$ cat config.mk
export PLATFORM = sky130hd
export DESIGN_NAME = nonprinting_byte_visualizer_flat
export DESIGN_NICKNAME = d
export VERILOG_FILES = /design/src/design/nbv_pkg.sv /design/src/design/nbv_if.sv /design/src/design/nbv_front.sv /design/src/design/nbv_queue.sv /design/src/design/nbv_back.sv /design/src/design/nonprinting_byte_visualizer.sv /design/src/flat_wrapper.sv
export SDC_FILE = /design/constraint.sdc
export NUM_CORES = 1
export LEC_CHECK = 0
export ABC_AREA = 1
export BUFFER_PORTS_ARGS = -buffer_cell sky130_fd_sc_hd__buf_2
export CORE_UTILIZATION = 55
export DETAILED_ROUTE_END_ITERATION = 7
export HOLD_SLACK_MARGIN = 0.1
export PLACE_DENSITY_LB_ADDON = 0.12
export SYNTH_ARGS = -nofsm -noshare
export SYNTH_HDL_FRONTEND = slang
export SYNTH_SLANG_ARGS = --single-unit
$ cat constraint.sdc
create_clock -name clk -period 7 [get_ports clk]
set_clock_uncertainty 0.15 [all_clocks]
set_input_delay 0.35 -clock clk [delete_from_list [all_inputs] [get_ports clk]]
set_output_delay 0.35 -clock clk [all_outputs]
set_load 0.01 [all_outputs]
$ cat src/design/nbv_pkg.sv
// Shared constants and types for the nonprinting byte visualizer.
package nbv_pkg;

  localparam int unsigned SEQ_MAX = 4;
  localparam int unsigned QDEPTH  = 2;
  localparam int unsigned QPTR_W  = (QDEPTH > 1) ? $clog2(QDEPTH) : 1;
  localparam int unsigned QCNT_W  = $clog2(QDEPTH + 1);
  localparam int unsigned IDX_W   = $clog2(SEQ_MAX);

  localparam int unsigned CFG_INDEX_W = 2;
  localparam int unsigned CFG_DATA_W  = 1;

  localparam logic [CFG_INDEX_W-1:0] CFG_NONPRINT = 2'd0;
  localparam logic [CFG_INDEX_W-1:0] CFG_TABS     = 2'd1;
  localparam logic [CFG_INDEX_W-1:0] CFG_ENDS     = 2'd2;

  localparam logic [7:0] CH_TAB    = 8'd9;
  localparam logic [7:0] CH_NL     = 8'd10;
  localparam logic [7:0] CH_SPACE  = 8'd32;
  localparam logic [7:0] CH_DOLLAR = 8'h24;
  localparam logic [7:0] CH_DASH   = 8'h2D;
  localparam logic [7:0] CH_QMARK  = 8'h3F;
  localparam logic [7:0] CH_CAP_I  = 8'h49;
  localparam logic [7:0] CH_CAP_M  = 8'h4D;
  localparam logic [7:0] CH_CARET  = 8'h5E;
  localparam logic [7:0] CH_DEL    = 8'd127;
  localparam logic [7:0] CARET_OFS = 8'd64;
  localparam logic [7:0] META_BIT  = 8'd128;
  localparam logic [7:0] META_CTRL_END    = 8'd159;
  localparam logic [7:0] META_PRINT_START = 8'd160;
  localparam logic [7:0] CH_FF     = 8'd255;

  // One classified input: up to four output bytes, first in slot 0.
  typedef struct packed {
    logic [SEQ_MAX-1:0][7:0] seq;
    logic [IDX_W-1:0]        last_idx;
  } entry_t;

endpackage

$ cat src/design/nbv_if.sv
// Valid/ready channel interfaces for the input and output words.
interface nbv_in_if;
  logic       valid;
  logic       ready;
  logic [7:0] in_byte;
  logic       end_of_line;

  modport source (output valid, output in_byte, output end_of_line, input ready);
  modport sink (input valid, input in_byte, input end_of_line, output ready);
endinterface

interface nbv_out_if;
  logic       valid;
  logic       ready;
  logic [7:0] out_byte;
  logic       last_of_run;

  modport source (output valid, output out_byte, output last_of_run, input ready);
  modport sink (input valid, input out_byte, input last_of_run, output ready);
endinterface

$ cat src/design/nbv_front.sv
// Front end: mode registers, input acceptance and expansion of each byte.
module nbv_front (
  input  logic                             clk,
  input  logic                             rst,
  input  logic                             cfg_we,
  input  logic [nbv_pkg::CFG_INDEX_W-1:0]  cfg_index,
  input  logic [nbv_pkg::CFG_DATA_W-1:0]   cfg_data,
  nbv_in_if.sink                           in_ch,
  input  logic                             full,
  output logic                             push,
  output nbv_pkg::entry_t                  entry
);

  logic mode_nonprint;
  logic mode_tabs;
  logic mode_ends;

  logic [7:0] b;
  logic       eol;
  logic       line_nl;

  always_ff @(posedge clk) begin
    if (rst) begin
      mode_nonprint <= 1'b0;
      mode_tabs     <= 1'b0;
      mode_ends     <= 1'b0;
    end else if (cfg_we) begin
      case (cfg_index)
        nbv_pkg::CFG_NONPRINT: mode_nonprint <= cfg_data[0];
        nbv_pkg::CFG_TABS:     mode_tabs     <= cfg_data[0];
        nbv_pkg::CFG_ENDS:     mode_ends     <= cfg_data[0];
        default: ;
      endcase
    end
  end

  assign in_ch.ready = !full;
  assign push        = in_ch.valid && !full;

  assign b       = in_ch.in_byte;
  assign eol     = in_ch.end_of_line;
  assign line_nl = eol && (b == nbv_pkg::CH_NL);

  always_comb begin
    entry = '0;
    if (mode_nonprint) begin
      if (line_nl) begin
        if (mode_ends) begin
          entry.seq[0]   = nbv_pkg::CH_DOLLAR;
          entry.seq[1]   = nbv_pkg::CH_NL;
          entry.last_idx = 2'd1;
        end else begin
          entry.seq[0] = nbv_pkg::CH_NL;
        end
      end else if (mode_tabs && b == nbv_pkg::CH_TAB) begin
        entry.seq[0]   = nbv_pkg::CH_CARET;
        entry.seq[1]   = nbv_pkg::CH_CAP_I;
        entry.last_idx = 2'd1;
      end else if (b == nbv_pkg::CH_NL || b == nbv_pkg::CH_TAB) begin
        entry.seq[0] = b;
      end else if (b < nbv_pkg::CH_SPACE) begin
        entry.seq[0]   = nbv_pkg::CH_CARET;
        entry.seq[1]   = b + nbv_pkg::CARET_OFS;
        entry.last_idx = 2'd1;
      end else if (b == nbv_pkg::CH_DEL) begin
        entry.seq[0]   = nbv_pkg::CH_CARET;
        entry.seq[1]   = nbv_pkg::CH_QMARK;
        entry.last_idx = 2'd1;
      end else if (b >= nbv_pkg::META_BIT && b <= nbv_pkg::META_CTRL_END) begin
        entry.seq[0]   = nbv_pkg::CH_CAP_M;
        entry.seq[1]   = nbv_pkg::CH_DASH;
        entry.seq[2]   = nbv_pkg::CH_CARET;
        entry.seq[3]   = b - nbv_pkg::META_BIT + nbv_pkg::CARET_OFS;
        entry.last_idx = 2'd3;
      end else if (b == nbv_pkg::CH_FF) begin
        entry.seq[0]   = nbv_pkg::CH_CAP_M;
        entry.seq[1]   = nbv_pkg::CH_DASH;
        entry.seq[2]   = nbv_pkg::CH_CARET;
        entry.seq[3]   = nbv_pkg::CH_QMARK;
        entry.last_idx = 2'd3;
      end else if (b >= nbv_pkg::META_PRINT_START) begin
        entry.seq[0]   = nbv_pkg::CH_CAP_M;
        entry.seq[1]   = nbv_pkg::CH_DASH;
        entry.seq[2]   = b - nbv_pkg::META_BIT;
        entry.last_idx = 2'd2;
      end else begin
        entry.seq[0] = b;
      end
    end else if (mode_tabs) begin
      // Tabs-only mode leaves line ends alone, whatever the ends bit says.
      if (b == nbv_pkg::CH_TAB) begin
        entry.seq[0]   = nbv_pkg::CH_CARET;
        entry.seq[1]   = nbv_pkg::CH_CAP_I;
        entry.last_idx = 2'd1;
      end else begin
        entry.seq[0] = b;
      end
    end else if (mode_ends && line_nl) begin
      entry.seq[0]   = nbv_pkg::CH_DOLLAR;
      entry.seq[1]   = nbv_pkg::CH_NL;
      entry.last_idx = 2'd1;
    end else begin
      entry.seq[0] = b;
      if (eol && b != nbv_pkg::CH_NL) begin
        entry.seq[1]   = nbv_pkg::CH_NL;
        entry.last_idx = 2'd1;
      end
    end
  end

endmodule

$ cat src/design/nbv_queue.sv
// Short queue of expanded entries between the front and back ends.
module nbv_queue (
  input  logic                        clk,
  input  logic                        rst,
  input  logic                        push,
  input  nbv_pkg::entry_t             push_entry,
  input  logic                        pop,
  output logic                        full,
  output logic                        empty,
  output nbv_pkg::entry_t             head
);

  nbv_pkg::entry_t mem [nbv_pkg::QDEPTH];

  logic [nbv_pkg::QPTR_W-1:0] wr_ptr;
  logic [nbv_pkg::QPTR_W-1:0] rd_ptr;
  logic [nbv_pkg::QCNT_W-1:0] count;

  assign full  = (count == nbv_pkg::QCNT_W'(nbv_pkg::QDEPTH));
  assign empty = (count == '0);
  assign head  = mem[rd_ptr];

  always_ff @(posedge clk) begin
    if (push) begin
      mem[wr_ptr] <= push_entry;
    end
  end

  always_ff @(posedge clk) begin
    if (rst) begin
      wr_ptr <= '0;
      rd_ptr <= '0;
      count  <= '0;
    end else begin
      if (push) begin
        wr_ptr <= (wr_ptr == nbv_pkg::QPTR_W'(nbv_pkg::QDEPTH - 1)) ? '0 : wr_ptr + 1'b1;
      end
      if (pop) begin
        rd_ptr <= (rd_ptr == nbv_pkg::QPTR_W'(nbv_pkg::QDEPTH - 1)) ? '0 : rd_ptr + 1'b1;
      end
      if (push && !pop) begin
        count <= count + 1'b1;
      end else if (pop && !push) begin
        count <= count - 1'b1;
      end
    end
  end

  a_count_bound: assert property (@(posedge clk) disable iff (rst)
    count <= nbv_pkg::QCNT_W'(nbv_pkg::QDEPTH))
    else $error("queue count above depth");

  a_no_pop_empty: assert property (@(posedge clk) disable iff (rst)
    pop |-> !empty)
    else $error("pop from empty queue");

  a_no_push_full: assert property (@(posedge clk) disable iff (rst)
    push |-> !full)
    else $error("push into full queue");

  a_count_up: assert property (@(posedge clk) disable iff (rst)
    (push && !pop) |=> (count == $past(count) + 1'b1))
    else $error("queue count did not follow a push");

endmodule

$ cat src/design/nbv_back.sv
// Back end: sends the bytes of each queued entry one word per cycle while the receiver is ready.
module nbv_back (
  input  logic                        clk,
  input  logic                        rst,
  input  logic                        empty,
  input  nbv_pkg::entry_t             head,
  output logic                        pop,
  nbv_out_if.source                   out_ch
);

  logic [nbv_pkg::IDX_W-1:0] idx;
  logic                      load;
  logic                      at_last;

  assign load    = !out_ch.valid || out_ch.ready;
  assign at_last = (idx == head.last_idx);
  assign pop     = load && !empty && at_last;

  always_ff @(posedge clk) begin
    if (rst) begin
      out_ch.valid <= 1'b0;
      idx          <= '0;
    end else if (load) begin
      out_ch.valid <= !empty;
      if (!empty) begin
        idx <= at_last ? '0 : idx + 1'b1;
      end
    end
  end

  always_ff @(posedge clk) begin
    if (load && !empty) begin
      out_ch.out_byte    <= head.seq[idx];
      out_ch.last_of_run <= at_last;
    end
  end

  a_idx_reset_on_pop: assert property (@(posedge clk) disable iff (rst)
    pop |=> (idx == '0))
    else $error("byte index not cleared after an entry");

  a_last_with_pop: assert property (@(posedge clk) disable iff (rst)
    (load && !empty) |=> (out_ch.last_of_run == $past(pop)))
    else $error("last_of_run does not match the entry boundary");

  a_idx_in_range: assert property (@(posedge clk) disable iff (rst)
    !empty |-> (idx <= head.last_idx))
    else $error("byte index past the end of the entry");

endmodule

$ cat src/design/nonprinting_byte_visualizer.sv
// Top level of the nonprinting byte visualizer.
// Each input word is one text byte with a mark on the last byte of its line; it becomes
// one to four output words in caret and M- notation according to the three mode
// registers (index 0 nonprinting, 1 tabs, 2 ends; only bit 0 of the data is used).
// The front end takes a byte every cycle while its two-entry queue has room, and the
// output stage sends one word per cycle while the receiver is ready, so a byte that
// expands to n words occupies the output for n words and that serialiser sets the
// sustained rate: one input per cycle for plain bytes, and slower for expansions.
// The first output word of an accepted byte is written into the queue and then
// into the output register.
// Mode registers should be written only while the block is idle.
module nonprinting_byte_visualizer (
  input  logic                             clk,
  input  logic                             rst,
  input  logic                             cfg_we,
  input  logic [nbv_pkg::CFG_INDEX_W-1:0]  cfg_index,
  input  logic [nbv_pkg::CFG_DATA_W-1:0]   cfg_data,
  nbv_in_if.sink                           in_ch,
  nbv_out_if.source                        out_ch
);

  nbv_pkg::entry_t push_entry;
  nbv_pkg::entry_t head;
  logic            push;
  logic            pop;
  logic            full;
  logic            empty;

  nbv_front u_front (
    .clk       (clk),
    .rst       (rst),
    .cfg_we    (cfg_we),
    .cfg_index (cfg_index),
    .cfg_data  (cfg_data),
    .in_ch     (in_ch),
    .full      (full),
    .push      (push),
    .entry     (push_entry)
  );

  nbv_queue u_queue (
    .clk        (clk),
    .rst        (rst),
    .push       (push),
    .push_entry (push_entry),
    .pop        (pop),
    .full       (full),
    .empty      (empty),
    .head       (head)
  );

  nbv_back u_back (
    .clk    (clk),
    .rst    (rst),
    .empty  (empty),
    .head   (head),
    .pop    (pop),
    .out_ch (out_ch)
  );

endmodule

$ cat src/flat_wrapper.sv
// flat-port wrapper written by rule: the top's interface ports become plain ports
module nonprinting_byte_visualizer_flat 
  (clk, rst, cfg_we, cfg_index, cfg_data, in_ch_valid, in_ch_in_byte, in_ch_end_of_line, in_ch_ready, out_ch_valid, out_ch_out_byte, out_ch_last_of_run, out_ch_ready);
  nbv_in_if in_ch_i ();
  nbv_out_if out_ch_i ();
  input  logic clk;
  input  logic rst;
  input  logic cfg_we;
  input  logic [nbv_pkg::CFG_INDEX_W-1:0] cfg_index;
  input  logic [nbv_pkg::CFG_DATA_W-1:0] cfg_data;
  input wire logic [$bits(in_ch_i.valid)-1:0] in_ch_valid;
  input wire logic [$bits(in_ch_i.in_byte)-1:0] in_ch_in_byte;
  input wire logic [$bits(in_ch_i.end_of_line)-1:0] in_ch_end_of_line;
  output wire logic [$bits(in_ch_i.ready)-1:0] in_ch_ready;
  output wire logic [$bits(out_ch_i.valid)-1:0] out_ch_valid;
  output wire logic [$bits(out_ch_i.out_byte)-1:0] out_ch_out_byte;
  output wire logic [$bits(out_ch_i.last_of_run)-1:0] out_ch_last_of_run;
  input wire logic [$bits(out_ch_i.ready)-1:0] out_ch_ready;
  assign in_ch_i.valid = in_ch_valid;
  assign in_ch_i.in_byte = in_ch_in_byte;
  assign in_ch_i.end_of_line = in_ch_end_of_line;
  assign in_ch_ready = in_ch_i.ready;
  assign out_ch_valid = out_ch_i.valid;
  assign out_ch_out_byte = out_ch_i.out_byte;
  assign out_ch_last_of_run = out_ch_i.last_of_run;
  assign out_ch_i.ready = out_ch_ready;
  nonprinting_byte_visualizer u_core (.clk(clk), .rst(rst), .cfg_we(cfg_we), .cfg_index(cfg_index), .cfg_data(cfg_data), .in_ch(in_ch_i), .out_ch(out_ch_i));
endmodule
==> impl_results.md, run 1 <==
- Status: completed
- RSZ-0062 raised after global routing: false
- Drt wl/cell: 15.60 um
- Hold crit path type: input port to flip-flop
- Worst Tran Pin Value: 1.160 ns
- Synth top area cells: edfxtp_1 (54%), nand2_1 (8.4%), nor2_1 (6.7%), o21ai_0 (5.4%), dfxtp_1 (5.1%)
- M3 GR Usage: 3.535%
- Most used cell, CP: nand2_1
- Placer Congestion: 0.9803
- Setup TNS: 0 ns
- Worst Path Arrival: 3.41 ns
- Sequential Power Share: 47.8%
- Seq/Total Area, Yosys: 58.96%
- Met1 GRT Util: 31.24%
- Drt pass-1 iters: 6
- Most numerous cell in the Yosys netlist: nand2_1
- Initial antenna violation count: 0
- I/O pins: 28
- Switching Power: 537.5 uW
- Total Routing Usage GR: 23.79%
- Distinct cell type count after synthesis: 36
- Maximum clock rate: 301.6 MHz
- Top cells by count, synth: nand2_1 (96), edfxtp_1 (77), nor2_1 (77)
- GRT busiest layer: met2
- DR vias: 3228
- HPWL Detailed: 6.311 mm
- Data required time at the worst endpoint: 7.10 ns
- Layout cell share with drive strength beyond 1: 15.10%
- Number of global-route vias before repair: 3179
- Async SR Flop Fraction: 0%
- Max Slew Vio Count: 0
- Maximum vdd drop: 0.0001416 V
- Cell count after placement: 572
- Switching Share: 33.20%
- # DRC: 0
- Core Area: 0.007408 mm^2
- Via-to-Cell Ratio: 5.480
- Setup crit start kind: flip-flop
- Routed wire length: 9.191 mm
- Row count: 31
- Crit-path max cell delay: 1.10 ns
- Top FF cell, synth: edfxtp_1
- Minimum clock period: 3.315 ns
- First-pass GRT wire length: 14.84 mm
- Final Hold Viols: 0
- Worst skew pair latency: 0.36 ns
- Kind of critical path: flip-flop to flip-flop
- Lkg Pwr: 1.988 nW
- Die width: 90.37 um
- DRT antenna net count: 0
- Number of DRC markers in iteration 0: 235
- Synthesized area per cell: 9.338 um^2
- Reg clk slew, reported paths: 0.09 ns
- Die ar.: 0.008167 mm^2
- Die H: 90.37 um
- Pin count of the biggest net entering global routing: 36
- CTS root buffer: clkbuf_8
- Clk buf depth: 2
- Post-Synthesis Cells: 460
- Finish-stage setup viols: 0
- Setup WS post-layout: 3.685 ns
- CTS Sinks: 88
- Layout Nets: 508
- # diodes: 0
- Slew headroom: 22.54%
- Initial Utilization: 57.98%
- Clock Power Share: 26.3%
- Buffers on Ports: 27
- Critical Path End Type: flip-flop
- Met2 usage: 38.10%
- Syn Std Cell Area: 0.004295 mm^2
- Syn Nets: 483
- Post-synth EDFFs: 77
- Leading area contributor after synthesis: edfxtp_1
- Max cap viols: 0
- Area growth, synth to finish: 10.63%
- CP cell instances: inv_2, nand2_1, nand2_1, xor2_1, nand2_1, inv_2, nand2_1, ha_1, a21oi_1, o21ai_0, o21ai_0, a21oi_1
- Final worst path period share: 47.36%
- Critical path's slowest cell: dfxtp_1
- Top cell type's share of synthesized area: 53.83%
- Worst Path Max Fanout: 35
- Synthesized flop and latch total: 88
- P per Cell Area: 340.7 mW/mm^2
- CTS tree: done
- CTS Buf Count: 9
- Pint: 1.082 mW
- Finished Layout Cells: 589
- H-tree depth: 3
- Total grt overflow: 0
- Comb power frac: 25.9%
- Pre-CTS setup slack: 3.760 ns
- Syn. warnings: 0
-- cells in the final DEF, fill, tap and decap left out, types with 3 or more instances in the layout --
cell | Yosys | routed
nor2_1 | 77 | 75
nand2_2 | 5 | 5
clkbuf_8 | 0 | 9
o21ai_0 | 46 | 46
xor2_1 | 3 | 3
nor3_1 | 5 | 5
nand2_4 | 4 | 4
nand3_1 | 18 | 18
dfxtp_1 | 11 | 11
nor2_2 | 1 | 3
o22ai_1 | 16 | 16
nand4_1 | 5 | 5
ha_1 | 6 | 6
o211ai_1 | 3 | 3
nand2_1 | 96 | 96
inv_1 | 38 | 38
buf_2 | 3 | 27
edfxtp_1 | 77 | 77
inv_2 | 8 | 8
a21oi_1 | 8 | 8
bufinv_16 | 0 | 3
-- flip-flops by register name, indices dropped and copies added (netlist names), named ones only --
signal / flops
u_core.u_front.mode_nonprint: 1
u_core.u_back.out_ch.out_byte: 8
u_core.u_back.idx: 2
u_core.u_queue.rd_ptr: 1
u_core.u_back.out_ch.valid: 1
u_core.u_queue.mem: 68
u_core.u_queue.count: 2
u_core.u_front.mode_tabs: 1
u_core.u_front.mode_ends: 1
u_core.u_queue.wr_ptr: 1
u_core.u_back.out_ch.last_of_run: 1
-- cell families after synthesis --
kind of cell | Yosys count | synth area share, %
compound gates | 80 | 10.34
buf+inv | 65 | 6.292
flops | 88 | 58.96
fa+ha+maj | 6 | 1.748
simple gates | 218 | 22.05
xor+xnor | 3 | 0.6118
-- what timing repair did --
| action | CTS | global route |
|---|---|---|
| hold buffers | 1 | 0 |
| buffers inserted | 0 | 0 |
| endpoints found under the hold margin | 1 | 0 |
| endpoints found under the setup margin | 0 | 0 |
| gates resized for setup | 0 | 0 |
-- final cells by class --
type                       count  area, um^2
inverter                      49       187.7
multi-input combinational    307        1498
tap                           99       123.9
clock buffer                   9       123.9
clock inverter                 7       126.4
sequential                    88        2532
fill                         605        2656
timing repair buffer          30       160.2
-- worst paths after layout --
check | start | to | slack, ns | depth (start not counted)
max | flip-flop | u_core.u_queue.count[1] | 3.68 | 12
min | out_ch_ready | u_core.u_back.out_ch.valid | 0.12 | 4
min reg2reg | u_core.u_queue.count[1] | u_core.u_queue.count[1] | 0.35 | 2
max reg2reg | flip-flop | u_core.u_queue.count[1] | 3.68 | 12
-- power groups by stage --
stage | Sequential [mW] | Clock [mW] | Combinational (mW)
finish | 0.773 | 0.426 | 0.420
global placement | 0.783 | 0 | 0.405
CTS | 0.772 | 0.427 | 0.420
detailed placement | 0.784 | 0 | 0.416
floorplan | 0.760 | 0 | 0.310
global route | 0.784 | 0.450 | 0.472
-- routing by layer --
metal  part of all wire [%]  vias up
met4                    2.2        0
li1                       -     1599
met2                     47      106
met3                    4.9       17
met1                     46     1506
met5                      0        -
-- critical path, delay by kind of cell (launching register included) --
family	cells	cell delay, ns
flip-flops	1	1.10
buffers and inverters	2	0.57
AO/OA/AOI/OAI	4	0.46
AND/OR/NAND/NOR	4	0.44
adder cells (fa/ha/maj)	1	0.35
XOR/XNOR	1	0.13
-- stage by stage --
stage	hold slack, ns	area (um^2)	util, %	power, mW
CTS	0.1099	4752	64.14	1.619
global placement	0.3097	4492	60.63	1.188
finish	0.1193	4752	64.14	1.619
detailed placement	0.3313	4492	60.63	1.200
floorplan	0.2691	4295	-	1.069
global route	0.1367	4752	64.14	1.706
Power figures use the tool's default switching activity.
==> inputs of run 2 (changes only) <==
--- a/config.mk
+++ b/config.mk
@@ -5,9 +5,9 @@
 export SDC_FILE = /design/constraint.sdc
 export NUM_CORES = 1
 export LEC_CHECK = 0
-export ABC_AREA = 1
+export ABC_AREA = 0
 export BUFFER_PORTS_ARGS = -buffer_cell sky130_fd_sc_hd__buf_2
-export CORE_UTILIZATION = 55
+export CORE_UTILIZATION = 54
 export DETAILED_ROUTE_END_ITERATION = 7
 export HOLD_SLACK_MARGIN = 0.1
 export PLACE_DENSITY_LB_ADDON = 0.12
==> constraint.sdc (replaced) <==
create_clock -name clk -period 2.87 [get_ports clk]
set_clock_uncertainty 0.15 [all_clocks]
set_input_delay 0.1435 -clock clk [delete_from_list [all_inputs] [get_ports clk]]
set_output_delay 0.1435 -clock clk [all_outputs]
set_load 0.01 [all_outputs]
==> run 2 against run 1 <==
Against the previous run:
- total power grew 140%
- register-to-register slack lost 3.0 ns
- routed wire length shrank 15%
- die area shrank 3.4%
- critical path depth shrank 3
- utilization shrank 0.13 points
- synthesized cell count shrank 38%
- critical path type is now input port to flip-flop
- highest routed layer unchanged
- global-route usage shrank 2.0 points
- largest cell class unchanged
- sequential share of layout area grew 1.2 points
- non-clock buffer count grew 16
- area after synthesis shrank 5.2%
==> impl_results.md, run 2 <==
- Synthesized flop and latch total: 88
- Syn Std Cell Area: 0.004071 mm^2
- Top cell type's share of synthesized area: 56.79%
- Core Area: 0.007253 mm^2
- P per Cell Area: 833.1 mW/mm^2
- Pin count of the biggest net entering global routing: 35
- Post-synth EDFFs: 77
- Biggest regs: u_core.u_queue.mem x68, u_core.u_back.out_ch.out_byte x8
- Top FF cell, synth: edfxtp_1
- Finish-stage setup viols: 0
- Number of DRC markers in iteration 0: 192
- Clk buf depth: 2
- CTS root buffer: clkbuf_8
- Die H: 88.83 um
- Syn. warnings: 0
- Setup crit start kind: input port
- Final worst path period share: 89.20%
- Met2 WL: 3.748 mm
- Initial antenna violation count: 1
- Drt wl/cell: 18.08 um
- Initial Utilization: 56.13%
- Total grt overflow: 0
- Final Hold Viols: 0
- Fill cells: 556
- Area growth, synth to finish: 14.04%
- Distinct cell type count after synthesis: 54
- Leading area contributor after synthesis: edfxtp_1
- Total design power: 3.868 mW
- Met1 Routed Length: 3.473 mm
- Setup TNS: 0 ns
- Routed wire length: 7.811 mm
- Cell count after placement: 403
- H-tree depth: 3
- Via-to-Cell Ratio: 5.854
- Top cells by count, synth: edfxtp_1 (77), nor2_1 (23), mux4_2 (16)
- Most frequent cells in the layout: edfxtp_1 (77), buf_2 (27), nor2_1 (22)
- CTS Buf Count: 9
- Number of flip-flops in the largest register: 68
- CTS Sinks: 88
- Lkg Pwr: 1.637 nW
- Cts repair resizes: 0
- Die width: 88.83 um
- Reg with most FFs: u_core.u_queue.mem
- Syn Nets: 307
- Worst Tran Pin Value: 0.5397 ns
- HPWL Detailed: 5.359 mm
- Data required time at the worst endpoint: 2.86 ns
- Kind of critical path: input port to flip-flop
- Die ar.: 0.007891 mm^2
- CTS tree: done
- Routed met3 length: 439 um
- DR top layer: met4
- Critical Path End Type: flip-flop
- Most numerous cell in the Yosys netlist: edfxtp_1
- Max cap viols: 0
- Row count: 31
- Maximum clock rate: 390.6 MHz
- RSZ-0062 raised after global routing: false
- Slew headroom: 63.64%
- Minimum clock period: 2.560 ns
- Drt pass-1 iters: 4
- Reg clk slew, reported paths: 0.08 ns
- Buffers on Ports: 27
- DRT antenna net count: 0
- Postcts setup bufs: 0
- DR vias: 2529
- Post-Synthesis Cells: 284
- Layout Nets: 350
- Final core utilization: 64.02%
- Finished Layout Cells: 432
- Seq/Total Area, Yosys: 62.20%
- Synthesized area per cell: 14.34 um^2
- Most common cell after layout, fill and taps aside: edfxtp_1
- Worst Path Arrival: 2.55 ns
- Max Slew Vio Count: 0
- Total Routing Usage GR: 21.79%
- I/O pins: 28
- Status: completed
- Hold path depth: 3
- # DRC: 0
- Placer Congestion: 0.9612
- Worst skew pair latency: 0.35 ns
- Maximum vdd drop: 0.0003265 V
- Worst Path Max Fanout: 7
- Async SR Flop Fraction: 0%
- First-pass GRT wire length: 12.07 mm
- Hold crit path type: input port to flip-flop
- Synth top area cells: edfxtp_1 (57%), mux4_2 (8.9%), dfxtp_1 (5.4%), mux2_2 (2.2%), nor2_1 (2.1%)
- FF-to-FF path depth: 6
- Number of global-route vias before repair: 2363
- Layout cell share with drive strength beyond 1: 25.00%
==> run 2: cell type report <==
cell class	count	area [um^2]	area share, %
clock buffers	10	127.6	2.749
diodes	1	2.502	0.05389
inverters	10	37.54	0.8084
clock inverters	6	83.83	1.805
flip-flops and latches	88	2532	54.54
repair buffers	46	307.8	6.629
well taps	99	123.9	2.668
multi-input cells	172	1428	30.75
==> run 2: final timing paths <==
check,endpoint,slack [ns],startpoint
max,u_core.u_queue.mem[0][24],0.31,in_ch_in_byte[7]
min,u_core.u_queue.mem[1][14],0.14,in_ch_in_byte[4]
max reg2reg,u_core.u_front.mode_nonprint,0.65,u_core.u_front.mode_nonprint
min reg2reg,u_core.u_back.out_ch.valid,0.34,u_core.u_back.out_ch.valid
==> run 2: logic make-up after synthesis <==
| group | Yosys count | synth area share (%) |
|---|---|---|
| multiplexers | 28 | 12.05 |
| adder cells (fa/ha/maj) | 6 | 1.844 |
| AO/OA/AOI/OAI | 50 | 9.035 |
| flip-flops | 88 | 62.20 |
| buffers and inverters | 24 | 2.797 |
| XOR/XNOR | 7 | 1.506 |
| AND/OR/NAND/NOR | 81 | 10.57 |
==> run 2: critical path, stage by stage <==
cell	delay, ns
dlygate4sd3_1	0.53
buf_2	0.16
inv_1	0.17
ha_1	0.29
a21bo_2	0.24
o31a_1	0.28
nand2_2	0.17
a21oi_4	0.25
a21boi_0	0.31
==> run 2: per-stage QoR <==
stage	setup slack [ns]	hold WS (ns)	instance area [um^2]
final	0.3099	0.1389	4643
after global routing	0.1641	0.1242	4641
after floorplan	0.1539	0.06257	4071
after detailed placement	0.5300	0.2702	4309
after global placement	0.6601	0.2631	4309
after CTS	0.3339	0.1130	4641
==> run 2: repair_timing <==
item | in CTS | in global routing
endpoints found under the hold margin | 21 | 0
hold buffers | 12 | 0
setup endpoints to repair | 0 | 0
==> run 2: power by group <==
group	leakage (nW)	internal, mW	switching [mW]
Clock	0.102	0.486	0.413
Sequential	0.827	1.74	0.0894
Combinational	0.709	0.547	0.589
Total	1.64	2.78	1.09
==> run 2: layer usage <==
layer / vias to the layer above / track usage, %
met5: - / 0
met4: 0 / 9.824
met3: 15 / 5.410
met2: 91 / 32.45
met1: 1236 / 30.53
li1: 1187 / -
==> inputs of run 3 (changes only) <==
--- a/config.mk
+++ b/config.mk
@@ -11,6 +11,8 @@
 export DETAILED_ROUTE_END_ITERATION = 7
 export HOLD_SLACK_MARGIN = 0.1
 export PLACE_DENSITY_LB_ADDON = 0.12
+export RECOVER_POWER = 50
+export SETUP_SLACK_MARGIN = 0.15
 export SYNTH_ARGS = -nofsm -noshare
 export SYNTH_HDL_FRONTEND = slang
 export SYNTH_SLANG_ARGS = --single-unit
==> run 3 against run 2 <==
Against the previous run:
- register-to-register slack barely moved
- critical path depth did not move
- clock power barely moved
- cell count did not move
- die area stayed put
- fmax up 0.23%
- via count rose by 0.32%
- combinational power shrank 4%
- worst hold slack worse by 0.0029 ns
==> impl_results.md, run 3 (synthesized netlist as in run 2, its figures left out) <==
- Status: completed
- Worst Path Arrival: 2.55 ns
- P per Cell Area: 831.7 mW/mm^2
- R2R Path End: u_core.u_queue.count[1]
- CP delay by family, top: compound AO/OA/AOI/OAI gates
- Final cell area excluding filler cells: 0.004619 mm^2
- Final worst path period share: 89.00%
- Total design power: 3.842 mW
- Data required time at the worst endpoint: 2.86 ns
- Die ar.: 0.007891 mm^2
- DR vias: 2537
- Crit path buf inv count: 3
- Worst Tran Pin Value: 0.9205 ns
- First-pass GRT wire length: 12.07 mm
- DRT antenna net count: 0
- Routed wire length: 7.768 mm
- Clk buf depth: 2
- Cts repair resizes: 0
- Die width: 88.83 um
- # DRC: 0
- CTS tree: done
- RSZ-0062 raised after global routing: false
- Setup TNS: 0 ns
- Maximum vdd drop: 0.0003260 V
- Fill cells: 565
- Critical path's slowest cell: dlygate4sd3_1
- Worst setup path start: in_ch_in_byte[7]
- Post-DP Area: 0.004309 mm^2
- Area growth, synth to finish: 13.46%
- HPWL Detailed: 5.359 mm
- Layout Nets: 350
- Most common cell after layout, fill and taps aside: edfxtp_1
- CP Depth: 9
- Kind of critical path: input port to flip-flop
- GRT busiest layer: met2
- CTS Sinks: 88
- Critical Path End Type: flip-flop
- Postcts setup bufs: 0
- Clock Power Share: 23.4%
- Pint: 2.751 mW
- Placer Congestion: 0.9612
- R2R Setup Slk: 0.64 ns
- Worst skew pair latency: 0.35 ns
- Met1 GRT Util: 30.53%
- Minimum clock period: 2.554 ns
- Worst Path Max Fanout: 7
- Via-to-Cell Ratio: 5.873
- Sequential Power Share: 47.9%
- I/O pins: 28
- Initial antenna violation count: 1
- Biggest regs: u_core.u_queue.mem x68, u_core.u_back.out_ch.out_byte x8
- Reg clk slew, reported paths: 0.08 ns
- Lkg Pwr: 1.599 nW
- Switching Power: 1.091 mW
- Initial Utilization: 56.13%
- Total Routing Usage GR: 21.79%
- Die H: 88.83 um
- M3 GR Usage: 5.410%
- Number of flip-flops in the largest register: 68
- Reg with most FFs: u_core.u_queue.mem
- Met2 usage: 32.45%
- CP cell instances: dlygate4sd3_1, buf_2, inv_1, ha_1, a21bo_2, o31a_1, nand2_2, a21oi_4, a21boi_0
- Most frequent cells in the layout: edfxtp_1 (77), nor2_1 (22), mux4_2 (16)
- Final Hold Viols: 0
- CP endpoint: u_core.u_queue.mem[0][24]
- Drt wl/cell: 17.98 um
- Comb power frac: 28.7%
- Row count: 31
- # hold bufs at CTS: 12
- Number of global-route vias before repair: 2363
- H-tree depth: 3
- CTS root buffer: clkbuf_8
- Buffers on Ports: 27
- Drt pass-1 iters: 5
- Total grt overflow: 0
- Core Area: 0.007253 mm^2
- Max Slew Vio Count: 0
- Finish-stage setup viols: 0
- Number of DRC markers in iteration 0: 195
- CTS Buf Count: 9
- Hold crit path type: input port to flip-flop
- Maximum clock rate: 391.5 MHz
- Max cap viols: 0
- Pin count of the biggest net entering global routing: 35
- Final core utilization: 63.69%
- Crit-path max cell delay: 0.53 ns
- FF-to-FF path depth: 6
- Layout cell share with drive strength beyond 1: 21.08%
- Setup crit start kind: input port
- Slew headroom: 38.63%
- Switching Share: 28.39%
-- run 3: area by class of cell --
type / instances / area (um^2) / area share, %
diodes: 1 / 2.502 / 0.05417
clock buffers: 10 / 127.6 / 2.763
multi-input cells: 172 / 1428 / 30.90
flip-flops and latches: 88 / 2532 / 54.82
inverters: 10 / 37.54 / 0.8126
clock inverters: 6 / 83.83 / 1.815
repair buffers: 46 / 284.0 / 6.148
well taps: 99 / 123.9 / 2.681
-- run 3: metrics by stage --
| stage | std cells | hold slack (ns) | worst slack (ns) |
|---|---|---|---|
| 2_1_floorplan | 284 | 0.06257 | 0.1539 |
| 3_3_place_gp | 403 | 0.2631 | 0.6601 |
| 3_5_place_dp | 403 | 0.2702 | 0.5300 |
| 4_1_cts | 431 | 0.1130 | 0.3339 |
| 5_1_grt | 431 | 0.1242 | 0.1641 |
| 6_report | 432 | 0.1359 | 0.3157 |
-- run 3: worst min-delay path: cells and delay by family --
family / cells / cell delay [ns]
buf+inv: 2 / 0.24
simple gates: 1 / 0.07
-- run 3: worst min-delay path by stage --
stage,to,depth (start not counted),slack (ns),start
after floorplan,u_core.u_queue.count[1],1,0.06,rst
after global placement,u_core.u_front.mode_ends,3,0.26,cfg_data
after detailed placement,u_core.u_front.mode_nonprint,3,0.27,cfg_data
after CTS,u_core.u_queue.mem[1][26],2,0.11,in_ch_in_byte[0]
after global routing,u_core.u_queue.mem[0][14],3,0.12,in_ch_in_byte[4]
final,u_core.u_queue.mem[0][14],3,0.14,in_ch_in_byte[4]
-- run 3: routing by layer --
metal  up-vias  share of wire [%]
li1       1188                  -
met5         -                  0
met4         0                2.1
met2        84                 48
met1      1248                 45
met3        17                5.2
-- run 3: power groups by stage --
stage / registers (mW) / clock network, mW / logic, mW
floorplan: 1.88 / 0 / 0.797
global placement: 1.85 / 0 / 1.13
detailed placement: 1.87 / 0 / 1.14
CTS: 1.84 / 0.914 / 1.15
global route: 1.87 / 0.969 / 1.21
finish: 1.84 / 0.897 / 1.10
